[config.mk]
export PLATFORM = sky130hd
export DESIGN_NAME = vector_direction_quantizer_unit
export DESIGN_NICKNAME = d
export VERILOG_FILES = /design/src/rtl/core/vdq_pkg.sv /design/src/rtl/core/vdq_delta.sv /design/src/rtl/core/vdq_octant.sv /design/src/rtl/core/vdq_sector.sv /design/src/rtl/core/vector_direction_quantizer_unit.sv
export SDC_FILE = /design/constraint.sdc
export NUM_CORES = 1
export LEC_CHECK = 0
export ABC_AREA = 0
export BUFFER_PORTS_ARGS = -buffer_cell sky130_fd_sc_hd__buf_2
export CAP_MARGIN = 10
export CORE_MARGIN = 2
export CORE_UTILIZATION = 45
export CTS_CLUSTER_DIAMETER = 30
export CTS_CLUSTER_SIZE = 14
export DETAILED_ROUTE_END_ITERATION = 12
export GPL_TIMING_DRIVEN = 0
export PLACE_DENSITY = 0.71
export SLEW_MARGIN = 20
export SYNTH_ARGS = -nofsm -noshare
export SYNTH_HDL_FRONTEND = slang
export SYNTH_SLANG_ARGS = --single-unit
[constraint.sdc]
create_clock -name i_clk -period 10 [get_ports i_clk]
set_clock_uncertainty 0.15 [all_clocks]
set_input_delay 0.5 -clock i_clk [delete_from_list [all_inputs] [get_ports i_clk]]
set_output_delay 0.5 -clock i_clk [all_outputs]
set_load 0.1 [all_outputs]
[src/rtl/core/vdq_pkg.sv]
// shared types and constants for the vector direction quantizer
// used by every module under rtl/core; no dependencies

package vdq_pkg;

    localparam int unsigned COORD_W = 10;
    localparam int unsigned DIR_W   = 4;
    localparam int unsigned DIV_W   = COORD_W - 4;   // major / 16
    localparam int unsigned MUL_W   = COORD_W;       // 12 * (major / 16) fits in coord width

    // distance at or under which a vector counts as lying on an axis
    localparam logic [COORD_W-1:0] NEAR_LIMIT = COORD_W'(31);

    // quotient thresholds where the octant offset steps up (0, 1, 2)
    localparam logic [3:0] STEP_ONE = 4'd4;
    localparam logic [3:0] STEP_TWO = 4'd12;

    // sector codes, clockwise from right
    localparam logic [DIR_W-1:0] DIR_RIGHT = 4'd0;
    localparam logic [DIR_W-1:0] DIR_DOWN  = 4'd4;
    localparam logic [DIR_W-1:0] DIR_LEFT  = 4'd8;
    localparam logic [DIR_W-1:0] DIR_UP    = 4'd12;

    // first stage: magnitudes, sign flags and near-axis flags
    typedef struct packed {
        logic [COORD_W-1:0] ax;
        logic [COORD_W-1:0] ay;
        logic               dx_pos;
        logic               dy_pos;
        logic               near_x;
        logic               near_y;
    } t_delta;

    // second stage: minor axis, division operands folded into compare thresholds, octant base and flags
    typedef struct packed {
        logic [COORD_W-1:0] minor;
        logic [MUL_W-1:0]   lim_one;   // STEP_ONE * div
        logic [MUL_W-1:0]   lim_two;   // STEP_TWO * div
        logic [DIR_W-1:0]   base;
        logic               neg;       // offset is subtracted from base
        logic               axial;     // offset forced to zero
    } t_ratio;

endpackage

[src/rtl/core/vdq_delta.sv]
// stage one: coordinate differences, magnitudes and axis tests
// depends on vdq_pkg

module vdq_delta (
    input  logic                         i_clk,
    input  logic                         i_rst_n,
    input  logic                         i_valid,
    input  logic [vdq_pkg::COORD_W-1:0]  i_from_x,
    input  logic [vdq_pkg::COORD_W-1:0]  i_from_y,
    input  logic [vdq_pkg::COORD_W-1:0]  i_to_x,
    input  logic [vdq_pkg::COORD_W-1:0]  i_to_y,
    output logic                         o_valid,
    output vdq_pkg::t_delta              o_delta
);

    logic signed [vdq_pkg::COORD_W:0] dx;
    logic signed [vdq_pkg::COORD_W:0] dy;
    logic [vdq_pkg::COORD_W:0]        abs_x;
    logic [vdq_pkg::COORD_W:0]        abs_y;
    vdq_pkg::t_delta                  n_delta;
    vdq_pkg::t_delta                  r_delta;
    logic                             r_valid;

    always_comb begin
        dx    = $signed({1'b0, i_to_x}) - $signed({1'b0, i_from_x});
        dy    = $signed({1'b0, i_to_y}) - $signed({1'b0, i_from_y});
        abs_x = dx[vdq_pkg::COORD_W] ? 11'(-dx) : 11'(dx);
        abs_y = dy[vdq_pkg::COORD_W] ? 11'(-dy) : 11'(dy);
        n_delta.ax     = abs_x[vdq_pkg::COORD_W-1:0];
        n_delta.ay     = abs_y[vdq_pkg::COORD_W-1:0];
        n_delta.dx_pos = (dx > 0);
        n_delta.dy_pos = (dy > 0);
        n_delta.near_x = (abs_x[vdq_pkg::COORD_W-1:0] <= vdq_pkg::NEAR_LIMIT);
        n_delta.near_y = (abs_y[vdq_pkg::COORD_W-1:0] <= vdq_pkg::NEAR_LIMIT);
    end

    always_ff @(posedge i_clk) begin
        if (!i_rst_n) begin
            r_valid <= 1'b0;
        end else begin
            r_valid <= i_valid;
        end
        r_delta <= n_delta;
    end

    assign o_valid = r_valid;
    assign o_delta = r_delta;

endmodule

[src/rtl/core/vdq_octant.sv]
// stage two: picks the octant, the major and minor axis, and the division thresholds
// depends on vdq_pkg

module vdq_octant (
    input  logic             i_clk,
    input  logic             i_rst_n,
    input  logic             i_valid,
    input  vdq_pkg::t_delta  i_delta,
    output logic             o_valid,
    output vdq_pkg::t_ratio  o_ratio
);

    logic                           y_major;
    logic [vdq_pkg::COORD_W-1:0]    major;
    logic [vdq_pkg::DIV_W-1:0]      div;
    vdq_pkg::t_ratio                n_ratio;
    vdq_pkg::t_ratio                r_ratio;
    logic                           r_valid;

    always_comb begin
        y_major = (i_delta.ay > i_delta.ax);
        major   = y_major ? i_delta.ay : i_delta.ax;
        div     = major[vdq_pkg::COORD_W-1:4];

        n_ratio.minor   = y_major ? i_delta.ax : i_delta.ay;
        // q = minor / div reaches a threshold k exactly when minor >= k * div
        n_ratio.lim_one = vdq_pkg::MUL_W'(div) * vdq_pkg::MUL_W'(vdq_pkg::STEP_ONE);
        n_ratio.lim_two = vdq_pkg::MUL_W'(div) * vdq_pkg::MUL_W'(vdq_pkg::STEP_TWO);
        n_ratio.axial   = 1'b0;
        n_ratio.neg     = 1'b0;
        n_ratio.base    = vdq_pkg::DIR_RIGHT;

        priority if (i_delta.near_x) begin
            n_ratio.axial = 1'b1;
            n_ratio.base  = i_delta.dy_pos ? vdq_pkg::DIR_DOWN : vdq_pkg::DIR_UP;
        end else if (i_delta.near_y) begin
            n_ratio.axial = 1'b1;
            n_ratio.base  = i_delta.dx_pos ? vdq_pkg::DIR_RIGHT : vdq_pkg::DIR_LEFT;
        end else begin
            unique case ({i_delta.dx_pos, i_delta.dy_pos, y_major})
                3'b000: begin n_ratio.base = vdq_pkg::DIR_LEFT;  n_ratio.neg = 1'b0; end
                3'b001: begin n_ratio.base = vdq_pkg::DIR_UP;    n_ratio.neg = 1'b1; end
                3'b010: begin n_ratio.base = vdq_pkg::DIR_LEFT;  n_ratio.neg = 1'b1; end
                3'b011: begin n_ratio.base = vdq_pkg::DIR_DOWN;  n_ratio.neg = 1'b0; end
                3'b100: begin n_ratio.base = vdq_pkg::DIR_RIGHT; n_ratio.neg = 1'b1; end
                3'b101: begin n_ratio.base = vdq_pkg::DIR_UP;    n_ratio.neg = 1'b0; end
                3'b110: begin n_ratio.base = vdq_pkg::DIR_RIGHT; n_ratio.neg = 1'b0; end
                default: begin n_ratio.base = vdq_pkg::DIR_DOWN; n_ratio.neg = 1'b1; end
            endcase
        end
    end

    always_ff @(posedge i_clk) begin
        if (!i_rst_n) begin
            r_valid <= 1'b0;
        end else begin
            r_valid <= i_valid;
        end
        r_ratio <= n_ratio;
    end

    assign o_valid = r_valid;
    assign o_ratio = r_ratio;

endmodule

[src/rtl/core/vdq_sector.sv]
// stage three: quotient class from threshold compares, offset applied to the octant base
// depends on vdq_pkg

module vdq_sector (
    input  logic                       i_clk,
    input  logic                       i_rst_n,
    input  logic                       i_valid,
    input  vdq_pkg::t_ratio            i_ratio,
    output logic                       o_valid,
    output logic [vdq_pkg::DIR_W-1:0]  o_direction
);

    logic [1:0]                  offset;
    logic [vdq_pkg::DIR_W-1:0]   n_direction;
    logic [vdq_pkg::DIR_W-1:0]   r_direction;
    logic                        r_valid;

    always_comb begin
        // a quotient past the table end lands in the top class anyway
        priority if (i_ratio.axial) begin
            offset = 2'd0;
        end else if (i_ratio.minor >= i_ratio.lim_two) begin
            offset = 2'd2;
        end else if (i_ratio.minor >= i_ratio.lim_one) begin
            offset = 2'd1;
        end else begin
            offset = 2'd0;
        end
        // sectors wrap modulo 16
        n_direction = i_ratio.neg ? (i_ratio.base - vdq_pkg::DIR_W'(offset))
                                  : (i_ratio.base + vdq_pkg::DIR_W'(offset));
    end

    always_ff @(posedge i_clk) begin
        if (!i_rst_n) begin
            r_valid <= 1'b0;
        end else begin
            r_valid <= i_valid;
        end
        r_direction <= n_direction;
    end

    assign o_valid     = r_valid;
    assign o_direction = r_direction;

endmodule

[src/rtl/core/vector_direction_quantizer_unit.sv]
// vector direction quantizer: source and target point in, 16-sector direction out
// depends on vdq_pkg, vdq_delta, vdq_octant, vdq_sector
//
// usage
//   command channel: drive i_from_x, i_from_y, i_to_x, i_to_y and raise start;
//   a transfer happens at each rising edge with start high and busy low.
//   busy is held low, so a new command may be given in every cycle.
//   result channel: o_direction is valid for one cycle while o_valid is high
//   and is taken at the edge that ends that cycle. results come out in
//   command order, one per command.
// stages and throughput
//   three register stages (differences, octant and thresholds, offset);
//   each stage registers the command in turn on its way to o_direction.
//   one command per cycle sustained; the ratio minor / (major / 16) is
//   resolved by two constant-multiple compares in the last stage.
// reset
//   i_rst_n low clears every stage valid bit; commands in flight are dropped.
//   the receiver cannot stall, so no result is ever held back.

module vector_direction_quantizer_unit (
    input  logic                        i_clk,
    input  logic                        i_rst_n,
    input  logic                        start,
    output logic                        busy,
    input  logic [vdq_pkg::COORD_W-1:0] i_from_x,
    input  logic [vdq_pkg::COORD_W-1:0] i_from_y,
    input  logic [vdq_pkg::COORD_W-1:0] i_to_x,
    input  logic [vdq_pkg::COORD_W-1:0] i_to_y,
    output logic                        o_valid,
    output logic [vdq_pkg::DIR_W-1:0]   o_direction
);

    logic             delta_valid;
    vdq_pkg::t_delta  delta;
    logic             ratio_valid;
    vdq_pkg::t_ratio  ratio;

    assign busy = 1'b0;

    vdq_delta u_delta (
        .i_clk    (i_clk),
        .i_rst_n  (i_rst_n),
        .i_valid  (start & ~busy),
        .i_from_x (i_from_x),
        .i_from_y (i_from_y),
        .i_to_x   (i_to_x),
        .i_to_y   (i_to_y),
        .o_valid  (delta_valid),
        .o_delta  (delta)
    );

    vdq_octant u_octant (
        .i_clk   (i_clk),
        .i_rst_n (i_rst_n),
        .i_valid (delta_valid),
        .i_delta (delta),
        .o_valid (ratio_valid),
        .o_ratio (ratio)
    );

    vdq_sector u_sector (
        .i_clk       (i_clk),
        .i_rst_n     (i_rst_n),
        .i_valid     (ratio_valid),
        .i_ratio     (ratio),
        .o_valid     (o_valid),
        .o_direction (o_direction)
    );

endmodule

[Yosys cells after proc, flatten, opt, wreduce, memory -nomap -nowiden]
Cells that the tools add are included.
Cells by class
  $add $sub $neg: 6
  $mul: 1
  order comparisons: 7
  equal/unequal tests: 6
  muxes and demuxes: 14
  reductions and logical operators: 2
Operator list (count)
  $mux 10: 4
  $pmux 5 s7: 1
  $gt 11x1->1 const B: 2
  $sub 10x10->11: 2
  $le 10x5->1 const B: 2
  $mux 4: 5
  $neg 10->10: 2
  $ge 10x10->1: 1
  $ge 10x8->1: 1
  $gt 10x10->1: 1
  $eq 3x3->1 const B: 3
  $mul 6x2->8 const B: 1
  $eq 3x2->1 const B: 2
  $add 4x2->4: 1
  $mux 2: 2
  $sub 4x2->4: 1
  $eq 3x1->1 const B: 1
  $logic_not 3->1: 1
  $mux 1: 2
  $reduce_or 2->1: 1
Word-level totals
  flip-flop bits (word level): 61
  bits of input ports: 43
  output and inout bits: 6
  logic and storage cells: 52

[Longest topological paths before layout]
Gate-level depths: netlist of run 1.
  depth in word-level cells: 6
  mapped depth: 18
  mapped depth without buffers: 17

[By module]
From an unflattened synthesis of run 1, not the netlist that was laid out.
Unflattened totals
  cell total of the unflattened synthesis: 464
  area, all modules: 4085.2 um2
Modules (own cells, without submodules)
  vdq_delta: times used 1, cells each 233, area each 1911.8 um2, seq. area each 500.5 um2
  vdq_octant: times used 1, cells each 136, area each 1398.8 um2, seq. area each 560.5 um2
  vdq_sector: times used 1, cells each 93, area each 763.2 um2, seq. area each 100.1 um2
  vector_direction_quantizer_unit: times used 1, cells each 2, area each 11.3 um2, seq. area each 0.0 um2

[Worst setup path before layout of run 1]
OpenSTA, ideal clock, no wires.
  path type: register to register
  from: reg u_delta.r_delta, in the netlist u_delta.o_delta[22]
  to: reg u_octant.r_ratio, in the netlist u_octant.o_ratio[14]
  library setup time: 0.072 ns
  arrival time: 3.010 ns
  required time: 9.778 ns
  path slack: 6.768 ns
  stages on the path, launching flop included: 18
  path buffers: 1
  period minus slack after synthesis: 3.232 ns
  cell sequence: dfxtp_1 inv_1 ha_1 nand4_1 nor2_1 o21ai_0 nand2_1 nor3_1 a31oi_1 clkbuf_1 mux2i_1 inv_1 ha_1 a21o_1 a21oi_1 o21bai_1 a21oi_1 xnor2_1
RTL lines
  start: declaration: RTL line vdq_delta.sv:21  | vdq_pkg::t_delta r_delta;
  start signal: assignment: RTL line vdq_delta.sv:43  | r_delta <= n_delta;
  end signal: assignment: RTL line vdq_octant.sv:59  | r_ratio <= n_ratio;
  end: declaration: RTL line vdq_octant.sv:17  | vdq_pkg::t_ratio r_ratio;

==> impl_metrics.env, run 1 <==
export IMPL_setup_worst_path_start_class="flop"
export IMPL_yosys_register_bits=58
export IMPL_final_standard_cell_count_with_taps_included_and_fillers_excluded=577
export IMPL_post_cts_hold_buffer_count=0
export IMPL_drt_first_pass_iters=4
export IMPL_clkLatencyLatePin_ps=330
export IMPL_pre_cts_ws_ps=6270
export IMPL_pwr_density_cell_nw_per_um2=300
export IMPL_synth_async_sr_flop_share_pct=0
export IMPL_areaGrowthSynthToFinish_pct=14.6
export IMPL_timing_critical_path_buf_inv=3
export IMPL_fillers=734
export IMPL_grt_antenna_before_repair=0
export IMPL_crit_slowest_cell="sky130_fd_sc_hd__clkbuf_1"
export IMPL_synthDominantAreaCellType="sky130_fd_sc_hd__dfxtp_1"
export IMPL_flip_flop_cell_with_the_highest_count_after_synthesis="sky130_fd_sc_hd__dfxtp_1"
export IMPL_final_core_util_pct=52.9
export IMPL_ant_nets=0
export IMPL_combinational_family_with_the_most_area_after_synthesis="adder cells"
export IMPL_p_sw_uw=532
export IMPL_most_frequent_cell_after_synthesis="sky130_fd_sc_hd__inv_1"
export IMPL_p_comb_share_pct=55.7
export IMPL_final_sum_of_negative_setup_slack_ps=0
export IMPL_drc=0
export IMPL_clock_tree_buffer_depth=2
export IMPL_report_final_setup_viol=0
export IMPL_placeableCoreArea_um2=8180
export IMPL_cts_setup_buffers=0
export IMPL_globalRouteOverflowTotal=0
export IMPL_rows=33
export IMPL_layout_setup_ws_ps=6250
export IMPL_place_port_buffers=47
export IMPL_synth_compound_gate_area_share_pct=16.8
export IMPL_num_antenna_cells=0
export IMPL_synth_mux_area_share_pct=4.34
export IMPL_postCtsResizedCells=0
export IMPL_num_nets_final=568
export IMPL_floorplan_die_width_um=95.6
export IMPL_syn_cell_area_um2=3770
export IMPL_maxSlewHeadroom_pct=60.5
export IMPL_cts_buffers_inserted=9
export IMPL_final_min_period_over_clock_period_pct=37.5
export IMPL_maximum_capacitance_violations=0
export IMPL_number_of_enable_type_register_cells_in_the_synthesized_netlist=0
export IMPL_via_to_cell_ratio=4.88
export IMPL_synth_cell_type_count=63
export IMPL_worst_endpoint_arrival_ps=3850
export IMPL_internal_power_uw=765
export IMPL_totalWireLength_mm=6.47
export IMPL_wire_length_of_the_first_global_routing_pass_mm=11.5
export IMPL_irDropWorstVdd_mv=0.110
export IMPL_cp_top_family="compound AO/OA/AOI/OAI gates"
export IMPL_numPlacedInstances=561
export IMPL_timing_max_transition_violations_final=0
export IMPL_totalPowerFinal_mw=1.30
export IMPL_cp_required_ps=10110
export IMPL_cts_htree_levels=3
export IMPL_number_of_global_route_vias_before_repair=2785
export IMPL_wl_per_cell_um=11.2
export IMPL_place_congestion=0.889
export IMPL_static_leakage_power_nw=2.12
export IMPL_run_status="finished, final reports clean"
export IMPL_largest_net_degree_at_the_start_of_global_routing=11
export IMPL_cts_root_buf="sky130_fd_sc_hd__clkbuf_8"
export IMPL_tightestPinTransition_ps=589
export IMPL_timing_critical_path_fanout_max=10
export IMPL_syn_instance_count=409
export IMPL_grtUsageTotal_pct=16.0
export IMPL_synthesis_area_per_instance_um2=9.22
export IMPL_power_switching_share_pct=41.0
export IMPL_timing_final_hold_violations=0
export IMPL_synth_top_area_share_pct=30.8
export IMPL_die_height_um=95.6
export IMPL_ios=49
export IMPL_critical_path_max_stage_delay_ps=470
export IMPL_tritoncts="done"
export IMPL_tritoncts_num_sinks=58
export IMPL_max_clock_freq_mhz=267
export IMPL_synth_simple_gate_area_share_pct=12.4
export IMPL_finalCriticalPeriod_ps=3750
export IMPL_critical_path_cell_chain="inv_1, ha_1, nand4_1, nor2_1, o21ai_0, nand2_1, nor3_1, a31oi_1, clkbuf_1, mux2i_1, inv_1, ha_1, a21o_1, a21oi_1, o21bai_1, a21oi_1, xnor2_1"
export IMPL_post_synthesis_sequential_area_ratio_pct=30.8
export IMPL_setup_worst_path_class="reg -> reg"
export IMPL_dieArea_um2=9130
export IMPL_power_frac_seq_pct=29.5
export IMPL_timing_hold_worst_class="in -> reg"
export IMPL_synthTopCellsByCount="sky130_fd_sc_hd__inv_1, sky130_fd_sc_hd__dfxtp_1, sky130_fd_sc_hd__ha_1"
export IMPL_synth_top_cells_by_area="sky130_fd_sc_hd__dfxtp_1, sky130_fd_sc_hd__ha_1, sky130_fd_sc_hd__inv_1"
export IMPL_clk_pin_slew_ps=60
export IMPL_detailroute_via_count=2818
export IMPL_final_layout_size_suffix_gt1_share_pct=21.0
export IMPL_iteration_0_drc_markers=106
export IMPL_end_kind="flop"
export IMPL_clock_power_share_pct=14.8
export IMPL_unrepaired_setup_endpoints_after_global_routing="no"
export IMPL_synth_xor_xnor_area_share_pct=8.99
export IMPL_yosys_area_share_adder_pct=19.8
export IMPL_hpwl_mm=5.42
export IMPL_syn_nets=510
export IMPL_r2r_slack_ps=6250
export IMPL_yosysWarnings=0
export IMPL_floorplan_initialDensity_pct=46.1
==> registers in the layout, indices dropped and copies added (netlist names) <==
name / count
u_octant.o_ratio: 27
u_delta.o_delta: 24
u_delta.o_valid: 1
u_sector.o_direction: 4
u_sector.o_valid: 1
u_octant.o_valid: 1
==> path summary, 6_finish.rpt <==
check | from | endpoint | cells past startpoint
worst min register to register | u_octant.o_valid | u_sector.o_valid | 1
worst max-delay path | u_delta.o_delta[21] | u_octant.o_ratio[14] | 17
worst min-delay path | start | u_delta.o_valid | 2
worst max register to register | u_delta.o_delta[21] | u_octant.o_ratio[14] | 17
==> metal layers <==
metal,GRT usage (%),vias to the layer above,wire length [um]
li1,-,1518,-
met1,18.7,1253,3050
met2,27.9,36,3070
met3,3.32,11,188
met4,7.38,0,158
met5,0,-,0
==> logic make-up (layout without fill, tap and decap cells) <==
logic type,Yosys count,after routing
DFF,58,58
AOI/OAI and AO/OA,90,90
other,1,1
and+or+nand+nor,84,84
muxes,15,15
xor gates and xnor gates,37,37
buffers and inverters,66,129
adders and majority gates,58,58
==> worst register-to-register path, delay by kind of cell (launching register included) <==
family | cells | cell delay, ps
and+or+nand+nor | 4 | 380
AOI/OAI and AO/OA | 6 | 1010
muxes | 1 | 390
buffers and inverters | 3 | 670
DFF | 1 | 340
adders and majority gates | 2 | 610
xor gates and xnor gates | 1 | 140
==> cell usage in the layout (no fill, tap or decap), types with 6 or more instances in the layout <==
| cell | synthesis | layout |
|---|---|---|
| sky130_fd_sc_hd__o21a_1 | 6 | 6 |
| sky130_fd_sc_hd__nand2_1 | 18 | 18 |
| sky130_fd_sc_hd__nor2b_1 | 7 | 7 |
| sky130_fd_sc_hd__buf_2 | 0 | 47 |
| sky130_fd_sc_hd__o21ai_0 | 16 | 16 |
| sky130_fd_sc_hd__a21oi_1 | 20 | 20 |
| sky130_fd_sc_hd__a21o_1 | 8 | 8 |
| sky130_fd_sc_hd__a31oi_1 | 6 | 6 |
| sky130_fd_sc_hd__dfxtp_1 | 58 | 58 |
| sky130_fd_sc_hd__ha_1 | 55 | 55 |
| sky130_fd_sc_hd__mux2_2 | 11 | 11 |
| sky130_fd_sc_hd__nor3_1 | 7 | 7 |
| sky130_fd_sc_hd__xnor2_1 | 26 | 26 |
| sky130_fd_sc_hd__inv_1 | 61 | 61 |
| sky130_fd_sc_hd__xor2_1 | 9 | 9 |
| sky130_fd_sc_hd__nor2_1 | 17 | 17 |
| sky130_fd_sc_hd__clkbuf_8 | 0 | 12 |
==> stage by stage <==
stage	hold WS [ps]	cell area, um^2
after global placement	267	4140
after CTS	202	4320
after floorplan	262	3770
final	216	4320
after detailed placement	267	4140
after global routing	222	4320
==> power groups by stage <==
stage / Clock (mW) / Sequential (mW) / Combinational, mW
2_1_floorplan: 0 / 0.436 / 0.532
3_3_place_gp: 0 / 0.386 / 0.700
3_5_place_dp: 0 / 0.389 / 0.724
4_1_cts: 0.197 / 0.384 / 0.731
5_1_grt: 0.208 / 0.393 / 0.822
6_report: 0.192 / 0.383 / 0.722
==> cell type report <==
cell class | count | area, um^2 | share of cell area (%)
plain buffers | 4 | 22.5 | 0.521
clock buffers | 14 | 173 | 4.00
clock inverters | 2 | 10.0 | 0.232
inverters | 62 | 233 | 5.39
multi-input cells | 285 | 2360 | 54.5
flip-flops and latches | 58 | 1160 | 26.9
well taps | 105 | 131 | 3.04
repair buffers | 47 | 235 | 5.44
Power figures use the tool's default switching activity.
==> run 2, diff against run 1 <==
PLACE_DENSITY = 0.73   (was 0.71)
clock period = 3.3 ns   (was 10 ns; I/O delays follow)
==> run 2 against run 1 <==
Via count increased by 5.0%. Core utilization up 3.5 points. Global-route usage increased by 0.14 points. Critical path depth unchanged. Total power grew to 3.4 times the previous value. Clock power rose to 3.1 times the previous value. Final area rose by 6.5%. Sequential share of layout area decreased by 1.4 points. Cell count up 2.4%. Count of clock-buffer cells in the layout did not move. Worst setup slack worse by 6200 ps.
==> impl_metrics.env, run 2 (synthesized netlist as in run 1, its figures left out) <==
export IMPL_p_sw_mw=1.83
export IMPL_timing_critical_path_buf_inv=3
export IMPL_number_of_flip_flops_under_the_largest_register_name=27
export IMPL_number_of_cells_on_the_worst_hold_path=3
export IMPL_sequential_cell_area_um2=1170
export IMPL_critical_path_max_stage_delay_ps=340
export IMPL_pwr_density_cell_nw_per_um2=972
export IMPL_maxSlewHeadroom_pct=61.6
export IMPL_critical_path_depth=17
export IMPL_clkLatencyLatePin_ps=330
export IMPL_wl_per_cell_um=12.1
export IMPL_tightestPinTransition_ps=571
export IMPL_floorplan_initialDensity_pct=46.1
export IMPL_tritoncts="done"
export IMPL_most_common_cell_after_layout_fill_and_taps_aside="sky130_fd_sc_hd__inv_1"
export IMPL_grtUsageTotal_pct=16.1
export IMPL_final_layout_size_suffix_gt1_share_pct=29.0
export IMPL_placeableCoreArea_um2=8180
export IMPL_ant_nets=0
export IMPL_finalCriticalPeriod_ps=3250
export IMPL_cts_buffers_inserted=9
export IMPL_cp_required_ps=3380
export IMPL_report_final_setup_viol=0
export IMPL_rows=33
export IMPL_timing_hold_worst_class="in -> reg"
export IMPL_timing_critical_path_fanout_max=5
export IMPL_ios=49
export IMPL_final_core_util_pct=56.3
export IMPL_setup_worst_path_class="reg -> reg"
export IMPL_num_nets_final=582
export IMPL_cp_top_family="compound AO/OA/AOI/OAI gates"
export IMPL_unrepaired_setup_endpoints_after_global_routing="yes"
export IMPL_clock_power_share_pct=13.2
export IMPL_cts_root_buf="sky130_fd_sc_hd__clkbuf_8"
export IMPL_internal_power_mw=2.64
export IMPL_irDropWorstVdd_mv=0.369
export IMPL_timing_max_transition_violations_final=0
export IMPL_critical_path_cell_chain="inv_1, ha_4, nand4_1, nor2_2, o21ai_1, nand2_1, nor3_2, a31oi_2, clkbuf_8, mux2i_4, inv_2, ha_1, a21o_1, a21oi_2, o21bai_1, a21oi_1, xnor2_1"
export IMPL_die_height_um=95.6
export IMPL_max_clock_freq_mhz=308
export IMPL_crit_slowest_cell="sky130_fd_sc_hd__dfxtp_1"
export IMPL_floorplan_die_width_um=95.6
export IMPL_final_cell_mix="sky130_fd_sc_hd__inv_1, sky130_fd_sc_hd__dfxtp_1, sky130_fd_sc_hd__ha_1"
export IMPL_via_to_cell_ratio=5.01
export IMPL_tritoncts_num_sinks=58
export IMPL_worstHoldStart="i_from_y[0]"
export IMPL_run_status="finished, final reports clean"
export IMPL_ff2ff_path_depth=17
export IMPL_detailroute_via_count=2959
export IMPL_setup_worst_path_start_class="flop"
export IMPL_placed_cell_area_um2=4140
export IMPL_place_congestion=0.896
export IMPL_critical_path_reg2reg_startpoint="u_delta.o_delta[18]"
export IMPL_totalWireLength_mm=7.12
export IMPL_place_port_buffers=47
export IMPL_wire_length_of_the_first_global_routing_pass_mm=11.7
export IMPL_maximum_capacitance_violations=0
export IMPL_critical_path_reg2reg_endpoint="u_octant.o_ratio[14]"
export IMPL_number_of_global_route_vias_before_repair=2827
export IMPL_p_comb_share_pct=60.1
export IMPL_end_kind="flop"
export IMPL_static_leakage_power_nw=2.19
export IMPL_hpwl_mm=5.49
export IMPL_globalRouteOverflowTotal=0
export IMPL_iteration_0_drc_markers=69
export IMPL_cts_htree_levels=3
export IMPL_dieArea_um2=9130
export IMPL_multi_input_area_um2=2500
export IMPL_largest_net_degree_at_the_start_of_global_routing=11
export IMPL_drc=0
export IMPL_num_antenna_cells=0
export IMPL_worst_endpoint_arrival_ps=3330
export IMPL_clk_pin_slew_ps=70
export IMPL_design_area_um2=4600
export IMPL_power_frac_seq_pct=26.7
export IMPL_r2r_slack_ps=50
export IMPL_timing_hold_worst_endpoint="u_delta.o_delta[4]"
export IMPL_power_switching_share_pct=40.9
export IMPL_grt_antenna_before_repair=0
export IMPL_clock_tree_buffer_depth=2
export IMPL_areaGrowthSynthToFinish_pct=22.1
export IMPL_final_min_period_over_clock_period_pct=98.5
export IMPL_drt_first_pass_iters=4
export IMPL_timing_final_hold_violations=0
export IMPL_fillers=706
run 2: cell types whose count changed in the layout (fill, tap and decap cells not counted), moves of 3 or more:
| cell | change |
|---|---|
| sky130_fd_sc_hd__inv_1 | -4 |
| sky130_fd_sc_hd__ha_4 | +6 |
| sky130_fd_sc_hd__dfxtp_1 | -7 |
| sky130_fd_sc_hd__dlygate4sd3_1 | +3 |
| sky130_fd_sc_hd__dfxtp_2 | +5 |
| sky130_fd_sc_hd__o21ai_0 | -3 |
| sky130_fd_sc_hd__buf_4 | +11 |
| sky130_fd_sc_hd__o21ai_1 | +3 |
| sky130_fd_sc_hd__mux2i_1 | -3 |
| sky130_fd_sc_hd__inv_2 | +4 |
| sky130_fd_sc_hd__ha_1 | -7 |
run 2: worst max-delay path by stage:
stage                                   end  slack, ps                 start
floorplan              u_octant.o_ratio[14]         70   u_delta.o_delta[22]
global placement       u_octant.o_ratio[14]       -380   u_delta.o_delta[22]
detailed placement     u_octant.o_ratio[14]       -420   u_delta.o_delta[22]
CTS                 u_sector.o_direction[3]          8  u_octant.o_ratio[28]
global route           u_octant.o_ratio[14]       -120   u_delta.o_delta[18]
finish                 u_octant.o_ratio[14]         50   u_delta.o_delta[18]
run 2: per-layer routing:
| layer | share of wire, % | vias up | track usage, % |
|---|---|---|---|
| met5 | 0 | - | 0 |
| met4 | 2.2 | 0 | 5.71 |
| met3 | 2.8 | 15 | 3.08 |
| met2 | 51 | 46 | 29.4 |
| met1 | 44 | 1350 | 18.7 |
| li1 | - | 1548 | - |
run 2: area by class of cell:
type	count	area share, %
clock inverters	2	0.217
plain buffers	4	0.707
clock buffers	14	3.75
inverters	62	5.05
flip-flops and latches	58	25.5
multi-input cells	285	54.3
repair buffers	61	7.55
well taps	105	2.85
run 2: timing repair:
action                                 4_1_cts  5_1_grt
cloned                                       0        0
resized for setup                            8       34
endpoints found under the hold margin        3        0
pin swaps                                    1       10
buffers inserted                             3        8
hold buffers                                 3        0
setup endpoints to repair                    7        6
run 2: metrics by stage:
| stage | total power [mW] | setup TNS (ps) | setup WS (ps) | cells | hold slack, ps |
|---|---|---|---|---|---|
| 2_1_floorplan | 2.93 | 0 | 68.1 | 409 | 137 |
| 3_3_place_gp | 3.29 | -1070 | -384 | 561 | 215 |
| 3_5_place_dp | 3.38 | -1340 | -416 | 561 | 220 |
| 4_1_cts | 4.14 | 0 | 7.75 | 583 | 10.5 |
| 5_1_grt | 4.87 | -311 | -117 | 591 | 35.1 |
| 6_report | 4.48 | 0 | 50.8 | 591 | 21.1 |
run 2: power by group through the flow:
stage	combinational (mW)	clock, mW	sequential (mW)
2_1_floorplan	1.61	0	1.32
3_3_place_gp	2.12	0	1.17
3_5_place_dp	2.20	0	1.18
4_1_cts	2.38	0.592	1.17
5_1_grt	3.02	0.624	1.22
6_report	2.69	0.589	1.20
run 2: worst min-delay path, delay by kind of cell:
kind / cells / cell delay, ps
adder cells (fa/ha/maj): 1 / 170
buffers and inverters: 2 / 120
==> run 3, diff against run 2 <==
GPL_TIMING_DRIVEN = 1   (was 0)
==> run 3 against run 2 <==
Sequential share of layout area increased by 0.19 points. Via count fell by 2.6%. Hold slack is essentially flat. Count of clock-buffer cells in the layout increased by 1. Highest routed layer unchanged. Largest cell class unchanged. Total power down 1.4%. Critical endpoint is now u_sector.o_direction[2]. Die area stayed put. Core utilization fell by 0.95 points.
==> impl_metrics.env, run 3 (synthesized netlist as in run 1, its figures left out) <==
export IMPL_iteration_0_drc_markers=100
export IMPL_max_clock_freq_mhz=320
export IMPL_grt_antenna_before_repair=0
export IMPL_num_nets_final=580
export IMPL_tritoncts="done"
export IMPL_globalRouteOverflowTotal=0
export IMPL_critical_path_reg2reg_startpoint="u_octant.o_ratio[28]"
export IMPL_final_standard_cell_count_with_taps_included_and_fillers_excluded=589
export IMPL_tritoncts_num_sinks=58
export IMPL_wire_length_of_the_first_global_routing_pass_mm=11.4
export IMPL_setup_worst_path_class="reg -> reg"
export IMPL_final_layout_size_suffix_gt1_share_pct=26.0
export IMPL_timing_critical_path_fanout_max=2
export IMPL_rows=33
export IMPL_power_frac_seq_pct=26.5
export IMPL_number_of_flip_flops_under_the_largest_register_name=27
export IMPL_wl_per_cell_um=11.4
export IMPL_place_congestion=0.872
export IMPL_end_kind="flop"
export IMPL_pwr_density_cell_nw_per_um2=975
export IMPL_dieArea_um2=9130
export IMPL_finalCriticalPeriod_ps=3130
export IMPL_largest_net_degree_at_the_start_of_global_routing=14
export IMPL_timing_hold_ws_ps=21.4
export IMPL_timing_max_transition_violations_final=0
export IMPL_grtUsageTotal_pct=15.8
export IMPL_num_antenna_cells=0
export IMPL_irDropWorstVdd_mv=0.413
export IMPL_worst_endpoint_arrival_ps=3230
export IMPL_drc=0
export IMPL_floorplan_die_width_um=95.6
export IMPL_ios=49
export IMPL_p_comb_share_pct=59.1
export IMPL_hpwl_mm=5.32
export IMPL_static_leakage_power_nw=2.19
export IMPL_number_of_global_route_vias_before_repair=2756
export IMPL_via_to_cell_ratio=4.89
export IMPL_worst_setup_path_startpoint="u_octant.o_ratio[28]"
export IMPL_cp_required_ps=3410
export IMPL_floorplan_initialDensity_pct=46.1
export IMPL_totalPowerFinal_mw=4.41
export IMPL_clock_tree_buffer_depth=2
export IMPL_ant_nets=0
export IMPL_drt_first_pass_iters=4
export IMPL_areaGrowthSynthToFinish_pct=20.0
export IMPL_numPlacedInstances=562
export IMPL_totalWireLength_mm=6.72
export IMPL_setup_worst_path_start_class="flop"
export IMPL_critical_path_reg2reg_endpoint="u_sector.o_direction[2]"
export IMPL_clk_pin_slew_ps=60
export IMPL_final_min_period_over_clock_period_pct=94.7
export IMPL_timing_hold_worst_class="in -> reg"
export IMPL_crit_end="u_sector.o_direction[2]"
export IMPL_cts_root_buf="sky130_fd_sc_hd__clkbuf_8"
export IMPL_most_common_cell_after_layout_fill_and_taps_aside="sky130_fd_sc_hd__inv_1"
export IMPL_report_final_setup_viol=0
export IMPL_place_port_buffers=47
export IMPL_maximum_capacitance_violations=0
export IMPL_clkLatencyLatePin_ps=330
export IMPL_r2r_slack_ps=170
export IMPL_cts_htree_levels=3
export IMPL_ff2ff_path_depth=13
export IMPL_run_status="finished, final reports clean"
export IMPL_detailroute_via_count=2881
export IMPL_cts_buffers_inserted=9
export IMPL_timing_final_hold_violations=0
export IMPL_internal_power_mw=2.63
export IMPL_power_switching_share_pct=40.4
export IMPL_p_sw_mw=1.78
export IMPL_maxSlewHeadroom_pct=61.7
export IMPL_final_cell_mix="sky130_fd_sc_hd__inv_1, sky130_fd_sc_hd__dfxtp_1, sky130_fd_sc_hd__ha_1"
export IMPL_clock_power_share_pct=14.4
export IMPL_die_height_um=95.6
export IMPL_final_sum_of_negative_setup_slack_ps=0
export IMPL_placeableCoreArea_um2=8180
export IMPL_tightestPinTransition_ps=572
export IMPL_final_core_util_pct=55.4
==> run 3: cell types whose count changed in the layout (fill, tap and decap cells not counted), sizes merged <==
cell    change
clkbuf      -1
clkinv      -1
==> run 3: power groups by stage <==
stage	clock network, mW	registers, mW	logic (mW)
after global routing	0.684	1.20	2.91
after global placement	0	1.16	2.21
after detailed placement	0	1.17	2.28
after floorplan	0	1.32	1.61
final	0.635	1.17	2.61
after CTS	0.647	1.16	2.31
==> run 3: layer usage <==
layer | vias to the layer above | track usage (%) | routed length, um
met5 | - | 0 | 0
met4 | 0 | 6.55 | 156
met3 | 13 | 3.40 | 189
met2 | 42 | 26.9 | 3170
met1 | 1278 | 19.2 | 3200
li1 | 1548 | - | -
==> run 3: repair_timing <==
action	CTS	global route
setup buffers	0	8
pin swaps	1	9
hold buffers	3	0
hold endpoints to repair	3	0
resized for setup	0	20
setup endpoints to repair	1	5
==> run 3: stage by stage <==
step / worst slack (ps) / instance area, um^2
final: 174 / 4530
after global routing: -74.6 / 4530
after CTS: 2.63 / 4390
after detailed placement: 11.6 / 4160
after global placement: 78.1 / 4160
after floorplan: 68.1 / 3770
==> run 3: worst max-delay path, stage by stage (launching register included) <==
cell and delay [ps]:
sky130_fd_sc_hd__dfxtp_1 300, sky130_fd_sc_hd__inv_1 40, sky130_fd_sc_hd__ha_1 270, sky130_fd_sc_hd__or3b_2 450, sky130_fd_sc_hd__a21boi_1 150, sky130_fd_sc_hd__o21ai_0 90
sky130_fd_sc_hd__a21oi_1 180, sky130_fd_sc_hd__o21ai_1 80, sky130_fd_sc_hd__a211o_1 310, sky130_fd_sc_hd__ha_1 280, sky130_fd_sc_hd__nor2b_1 130, sky130_fd_sc_hd__a31oi_1 260
sky130_fd_sc_hd__ha_1 230, sky130_fd_sc_hd__xor2_1 140
==> run 3: worst min path at each step <==
stage / startpoint / end / slack (ps) / cells after the start
2_1_floorplan: start / u_delta.o_valid / 140 / 1
3_3_place_gp: start / u_delta.o_valid / 220 / 2
3_5_place_dp: start / u_delta.o_valid / 220 / 2
4_1_cts: i_from_x[0] / u_delta.o_delta[14] / 10 / 3
5_1_grt: i_from_x[0] / u_delta.o_delta[14] / 30 / 3
6_report: i_from_x[0] / u_delta.o_delta[14] / 20 / 3
==> run 3: layout make-up <==
type,count,area [um^2]
Multi-Input combinational cell,285,2430
Fill cell,731,3650
Tap cell,105,131
Inverter,62,233
Clock buffer,15,196
Timing Repair Buffer,63,367
Clock inverter,1,5.00
Sequential cell,58,1160
